File: config.mk
export PLATFORM = sky130hd
export DESIGN_NAME = command_frame_receiver_queue
export DESIGN_NICKNAME = d
export VERILOG_FILES = /design/src/rtl/cfrq_pkg.sv /design/src/rtl/command_frame_receiver_queue.sv
export SDC_FILE = /design/constraint.sdc
export NUM_CORES = 1
export LEC_CHECK = 0
export BUFFER_PORTS_ARGS = -buffer_cell sky130_fd_sc_hd__buf_2
export CELL_PAD_IN_SITES_DETAIL_PLACEMENT = 1
export CELL_PAD_IN_SITES_GLOBAL_PLACEMENT = 2
export CORE_ASPECT_RATIO = 1.75
export CORE_UTILIZATION = 25
export CTS_BUF_LIST = sky130_fd_sc_hd__clkbuf_8
export DETAILED_ROUTE_END_ITERATION = 8
export HOLD_SLACK_MARGIN = 0.05
export PLACE_DENSITY = 0.47
export SLEW_MARGIN = 20
export SYNTH_ARGS = -nofsm -noshare
export SYNTH_HDL_FRONTEND = slang
export SYNTH_SLANG_ARGS = --single-unit
File: constraint.sdc
create_clock -name clk -period 16.4 [get_ports clk]
set_clock_uncertainty 0.05 [all_clocks]
set_input_delay 4.92 -clock clk [delete_from_list [all_inputs] [get_ports clk]]
set_output_delay 4.92 -clock clk [all_outputs]
set_load 0.05 [all_outputs]
File: src/rtl/cfrq_pkg.sv
`default_nettype none

package cfrq_pkg;

    localparam int FRAME_LENGTH = 7;
    localparam int FRAME_BITS   = 8 * FRAME_LENGTH;
    localparam int BYTE_IDX_W   = 3;

    localparam logic [7:0] START_BYTE = 8'h53;
    localparam logic [7:0] END_BYTE   = 8'hFE;
    localparam logic [7:0] ADDR_BYTE  = 8'h01;
    localparam logic [7:0] ZERO_BYTE  = 8'h00;
    localparam logic [7:0] CMD_BASE   = 8'h54;
    localparam logic [2:0] CMD_NONE   = 3'd0;

    localparam logic [BYTE_IDX_W-1:0] LAST_BYTE_IDX = BYTE_IDX_W'(FRAME_LENGTH - 1);

    typedef enum logic [2:0] {
        EV_NONE    = 3'd0,
        EV_QUEUED  = 3'd1,
        EV_DROPPED = 3'd2,
        EV_EMPTY   = 3'd3,
        EV_BAD_HDR = 3'd4,
        EV_BAD_CMD = 3'd5,
        EV_ACCEPT  = 3'd6
    } event_t;

endpackage

`default_nettype wire

File: src/rtl/command_frame_receiver_queue.sv
// a result passes through the middle stage and then the result register after its item is accepted
// throughput: one item per cycle unless item_stall holds it; the queue memory is read once per item
// pointers, fill count and frame assembly update in the accept cycle
// reset (rst_n low, asynchronous) clears assembly, pointers, fill count and valids
// queue memory and partial frame bytes are not cleared; only written entries are popped
`default_nettype none

module command_frame_receiver_queue
    import cfrq_pkg::*;
#(
    parameter int QUEUE_DEPTH = 10
)
(
    input  wire logic                                   clk,
    input  wire logic                                   rst_n,
    input  wire logic                                   item_valid,
    output logic                                        item_stall,
    input  wire logic                                   kind,
    input  wire logic [7:0]                             rx_byte,
    output logic                                        result_valid,
    input  wire logic                                   result_stall,
    output logic [2:0]                                  event_res,
    output logic [2:0]                                  command,
    output logic [$clog2(QUEUE_DEPTH+1)-1:0]            queue_count
);

    localparam int PTR_W = (QUEUE_DEPTH > 1) ? $clog2(QUEUE_DEPTH) : 1;
    localparam int CNT_W = $clog2(QUEUE_DEPTH + 1);
    localparam logic [PTR_W-1:0] PTR_LAST = PTR_W'(QUEUE_DEPTH - 1);
    localparam logic [CNT_W-1:0] CNT_FULL = CNT_W'(QUEUE_DEPTH);

    // control state
    logic                  assembling_reg, assembling_next;
    logic [BYTE_IDX_W-1:0] byte_count_reg, byte_count_next;
    logic [PTR_W-1:0]      rd_ptr_reg, rd_ptr_next;
    logic [PTR_W-1:0]      wr_ptr_reg, wr_ptr_next;
    logic [CNT_W-1:0]      held_reg, held_next;

    // partial frame, last byte goes straight into the queue
    logic [7:0] frame_bytes_reg [FRAME_LENGTH-1];
    logic                  fb_we;
    logic [BYTE_IDX_W-1:0] fb_idx;

    logic [FRAME_BITS-1:0] queue_mem [QUEUE_DEPTH];
    logic [FRAME_BITS-1:0] rd_data_reg;
    logic [FRAME_BITS-1:0] wr_data;
    logic                  mem_we;

    // middle stage
    logic             s1_valid_reg;
    logic             s1_check_reg, s1_check_next;
    event_t           s1_event_reg, s1_event_next;
    logic [CNT_W-1:0] s1_count_reg;

    // result register
    logic             out_valid_reg;
    event_t           out_event_reg, out_event_next;
    logic [2:0]       out_cmd_reg, out_cmd_next;
    logic [CNT_W-1:0] out_count_reg;

    logic accept;
    logic out_ready;
    logic s1_advance;

    assign out_ready  = !out_valid_reg || !result_stall;
    assign s1_advance = s1_valid_reg && out_ready;
    assign item_stall = s1_valid_reg && !out_ready;
    assign accept     = item_valid && !item_stall;

    always_comb
    begin
        assembling_next = assembling_reg;
        byte_count_next = byte_count_reg;
        rd_ptr_next     = rd_ptr_reg;
        wr_ptr_next     = wr_ptr_reg;
        held_next       = held_reg;
        fb_we           = 1'b0;
        fb_idx          = byte_count_reg;
        mem_we          = 1'b0;
        s1_check_next   = 1'b0;
        s1_event_next   = EV_NONE;

        if (!kind)
        begin
            if (!assembling_reg)
            begin
                if (rx_byte == START_BYTE)
                begin
                    fb_we           = 1'b1;
                    fb_idx          = '0;
                    byte_count_next = BYTE_IDX_W'(1);
                    assembling_next = 1'b1;
                end
                else
                begin
                    byte_count_next = '0;
                end
            end
            else if (byte_count_reg == LAST_BYTE_IDX)
            begin
                assembling_next = 1'b0;
                byte_count_next = '0;
                if (held_reg == CNT_FULL)
                begin
                    s1_event_next = EV_DROPPED;
                end
                else
                begin
                    mem_we        = 1'b1;
                    wr_ptr_next   = (wr_ptr_reg == PTR_LAST) ? '0 : wr_ptr_reg + 1'b1;
                    held_next     = held_reg + 1'b1;
                    s1_event_next = EV_QUEUED;
                end
            end
            else
            begin
                fb_we           = 1'b1;
                byte_count_next = byte_count_reg + 1'b1;
            end
        end
        else
        begin
            if (held_reg == '0)
            begin
                s1_event_next = EV_EMPTY;
            end
            else
            begin
                rd_ptr_next   = (rd_ptr_reg == PTR_LAST) ? '0 : rd_ptr_reg + 1'b1;
                held_next     = held_reg - 1'b1;
                s1_check_next = 1'b1;
            end
        end
    end

    always_comb
    begin
        wr_data = '0;
        for (int i = 0; i < FRAME_LENGTH - 1; i++)
        begin
            wr_data[8*i +: 8] = frame_bytes_reg[i];
        end
        wr_data[8*(FRAME_LENGTH-1) +: 8] = rx_byte;
    end

    always_ff @(posedge clk or negedge rst_n)
    begin
        if (!rst_n)
        begin
            assembling_reg <= 1'b0;
            byte_count_reg <= '0;
            rd_ptr_reg     <= '0;
            wr_ptr_reg     <= '0;
            held_reg       <= '0;
        end
        else if (accept)
        begin
            assembling_reg <= assembling_next;
            byte_count_reg <= byte_count_next;
            rd_ptr_reg     <= rd_ptr_next;
            wr_ptr_reg     <= wr_ptr_next;
            held_reg       <= held_next;
        end
    end

    always_ff @(posedge clk)
    begin
        if (accept && fb_we)
        begin
            frame_bytes_reg[fb_idx] <= rx_byte;
        end
    end

    always_ff @(posedge clk)
    begin
        if (accept && mem_we)
        begin
            queue_mem[wr_ptr_reg] <= wr_data;
        end
    end

    // read the head entry on every beat, only used for a pop
    always_ff @(posedge clk)
    begin
        if (accept)
        begin
            rd_data_reg <= queue_mem[rd_ptr_reg];
        end
    end

    always_ff @(posedge clk or negedge rst_n)
    begin
        if (!rst_n)
        begin
            s1_valid_reg <= 1'b0;
        end
        else if (accept)
        begin
            s1_valid_reg <= 1'b1;
        end
        else if (s1_advance)
        begin
            s1_valid_reg <= 1'b0;
        end
    end

    always_ff @(posedge clk)
    begin
        if (accept)
        begin
            s1_check_reg <= s1_check_next;
            s1_event_reg <= s1_event_next;
            s1_count_reg <= held_next;
        end
    end

    // frame check on the popped entry
    always_comb
    begin
        logic [7:0] b0, b1, b2, b3, b4, b5, b6;
        b0 = rd_data_reg[7:0];
        b1 = rd_data_reg[15:8];
        b2 = rd_data_reg[23:16];
        b3 = rd_data_reg[31:24];
        b4 = rd_data_reg[39:32];
        b5 = rd_data_reg[47:40];
        b6 = rd_data_reg[55:48];

        out_event_next = s1_event_reg;
        out_cmd_next   = CMD_NONE;
        if (s1_check_reg)
        begin
            if (b0 != START_BYTE || b2 != ADDR_BYTE || b3 != ZERO_BYTE ||
                b4 != ZERO_BYTE || b6 != END_BYTE)
            begin
                out_event_next = EV_BAD_HDR;
            end
            else if (b1 == ZERO_BYTE || b1[7:3] != 5'd0 || b5 != (CMD_BASE + b1))
            begin
                out_event_next = EV_BAD_CMD;
            end
            else
            begin
                out_event_next = EV_ACCEPT;
                out_cmd_next   = b1[2:0];
            end
        end
    end

    always_ff @(posedge clk or negedge rst_n)
    begin
        if (!rst_n)
        begin
            out_valid_reg <= 1'b0;
        end
        else if (out_ready)
        begin
            out_valid_reg <= s1_valid_reg;
        end
    end

    always_ff @(posedge clk)
    begin
        if (s1_advance)
        begin
            out_event_reg <= out_event_next;
            out_cmd_reg   <= out_cmd_next;
            out_count_reg <= s1_count_reg;
        end
    end

    assign result_valid = out_valid_reg;
    assign event_res    = out_event_reg;
    assign command      = out_cmd_reg;
    assign queue_count  = out_count_reg;

endmodule

`default_nettype wire

==> results.md <==
* Vias in the first global route at 14300
* LEAKAGE at 0.00948 uW
* Die ar. at 0.107 mm^2
* Mean Syn Cell Area at 20.8 um^2
* Setup CP Type: input port to primary output
* Initial antenna violation count at 1
* Post-synthesis cell type count at 51
* Multi-input gate area at ~0.0053 mm^2
* Antenna viol nets, final at 0
* Post-cts sizing count at 0
* Crit path capture type: primary output
* CTS tree: yes
* DR WL/cell at ~25 um
* #FFs+latches synth at approximately 700
* CP max stage cell: buf_2
* Bufs and invs on worst path at 3
* First-pass iteration count of the detailed router at 4
* Top cell type's share of synthesized area at 0.775
* Worst path top cell family by delay: buffers and inverters
* Worst endpoint required time at 11.43 ns
* Most frequent cells in the layout: 681 x edfxtp_1, 112 x mux4_2, 110 x clkbuf_8
* Cell Rows at approximately 160
* Warnings, synthesis at 0
* Number of flops mapped to enable cells by yosys at between 600 and 700
* R2r startpoint: held_reg[0]
* R2R Setup Slk at about 12 ns
* H-tree Lvls at 3
* Area share of and/or/nand/nor cells after synthesis at 0.0357
* Hold Crit Class: flop to flop
* Reg-to-Reg End: queue_mem[3][22]
* Top_reg_cell synth: edfxtp_1
* CP max FO at 4
* IO buf count at 24
* Initial Util at 0.252
* Min-delay src: s1_count_reg[1]
* Post-Syn Nets at 1284
* CTS Sinks at between 600 and 700
* Final worst slack at 5.84 ns
* Sequential cell area at 0.0209 mm^2
* Layout cells sized above 1 at 0.226
* Met3 Use GR at 0.0237
* TritonCTS Buffers at 98
* Boundary Pins at 25
* RD Place Congestion at 0.672
* Total congestion overflow at 0
* Complex-gate fraction of the synthesized area at 0.0329
* Buffer count from post-CTS setup fixing at 0
* Power Dens Cells at 144 mW/mm^2
* Reg2Reg Depth at 7
* Area Overhead vs Synth at 14.5%
* Sequential area share after synthesis at 0.792
* Endpoints failing hold at 0
* Most Crowded Layer GR: met2
* Root Buffer: clkbuf_8
* Hold Crit Depth at 0
* Max clock buf depth at 3
* Grt met1 use at 0.140
* CP Cell Sequence: buf_2 -> nand3_1 -> inv_1 -> buf_2
* Routed Wire Length at 68.7 mm
* Worst Tran Pin Value at 1.12 ns
* Max-cap violations at 0
* CTS Hold Buffers Added at 0
* Adder-Cell Fraction of Synth Area at 0.00237
* First-pass GRT wire length at 99.6 mm
* Met2 Resource Use GR at 0.254
* Synth area leader: edfxtp_1
* Pin count of the biggest net entering global routing at 64
* Final Util at 0.289
* Final min period at roughly 11 ns
* Slew Limit Fails at 0
* Synth area leaders: edfxtp_1 77%, mux4_2 9.6%, mux2i_1 2.3%
* GRT Util Overall at 0.132
* DR DRC count at 0
* Die height at 432 um
* Largest stage delay on the critical path at around 0.28 ns
* Vias at 12400
* Worst slack at placement at 5.85 ns
* Clk slew on worst S/H paths at 0.07 ns
* RSZ-0062 raised after global routing: false
* Vias/cell at 4.43
* Total negative setup slack at 0 ns
* Final setup viols at 0
* Nets at 1375
* Placed wire-length estimate at 37.2 mm
* Post-synthesis cell count at 1266
* Peak supply drop at 0.0000795 V
* DRT iter0 DRCs at 539
* Layout fillers at 10600
* Period utilization at 0.644
* Fmax at roughly 95 MHz
* Commonest non-fill, non-tap cell in the layout: edfxtp_1
* Post-Synth XOR/XNOR Area at 0.00465
* Cell area after synthesis at 0.0264 mm^2
* Status: finished, final reports clean
* Setup crit start: result_stall
* Max_slew headroom at 0.252
* Core Footprint at 0.105 mm^2
* Number of flip-flops in the largest register at 560
* CP dominant cell by count: buf_2
* Post-synth ARST share at 0.0258
* Largest family of logic cells by synthesized area: multiplexers
* CP startpoint kind: input port
* Die X at about 250 um
* Arr. time, crit path at 5.59 ns
* WHS Endpoint: queue_count[1]
* Clk_lat worst skew at 0.72 ns
* Mux contribution to synthesized area at 0.121
## power by group
group	total, uW	internal (uW)	switching, uW
clock network	1330	649	682
logic	897	410	487
registers	2120	2030	88.3
## cells in the mapped netlist, types with 13 or more instances
master    count
mux4_2      112
mux2i_1      61
nor2_1       18
dfrtp_1      18
and2_1       58
clkbuf_1     45
edfxtp_1    681
a211oi_1     56
a21oi_1      62
nand2_1      13
## how the worst max path moves through the flow
stage | endpoint | cells past startpoint
5_1_grt | item_stall | 4
3_3_place_gp | item_stall | 4
2_1_floorplan | queue_mem[4][0] | 5
4_1_cts | item_stall | 4
6_report | item_stall | 4
3_5_place_dp | item_stall | 4
## through the flow
stage                     std cells  area [um^2]  hold WS, ns  total power, uW
after detailed placement       2607        28300        0.356             3100
after floorplan                1266        26400        0.350             2790
final                          2793        30200        0.379             4350
after global placement         2605        28300        0.370             3100
after CTS                      2790        30200        0.386             4460
after global routing           2793        30200        0.394             4560
## area by class of cell
type,instances,share of cell area
diodes,2,0.000166
repair buffers,57,0.0137
clock buffers,110,0.0501
multi-input cells,489,0.175
well taps,1351,0.0559
clock inverters,73,0.0122
inverters,12,0.00149
flip-flops and latches,699,0.692
## logic make-up after synthesis
group | count (synthesis)
compound gates | 137
xor+xnor | 14
fa+ha+maj | 5
buf+inv | 78
flops | 699
mux | 178
simple gates | 155
## worst register-to-register path: cells and delay by family (launching register included)
kind | cells | cell delay [ns]
flops | 1 | 0.49
fa+ha+maj | 1 | 0.23
simple gates | 4 | 2.24
buf+inv | 2 | 0.88
## per-layer routing
metal	share of wire	up-vias
li1	-	5372
met1	0.37	6672
met2	0.57	205
met3	0.030	112
met4	0.028	0
met5	0	-
(Power assumes the default switching activity.)
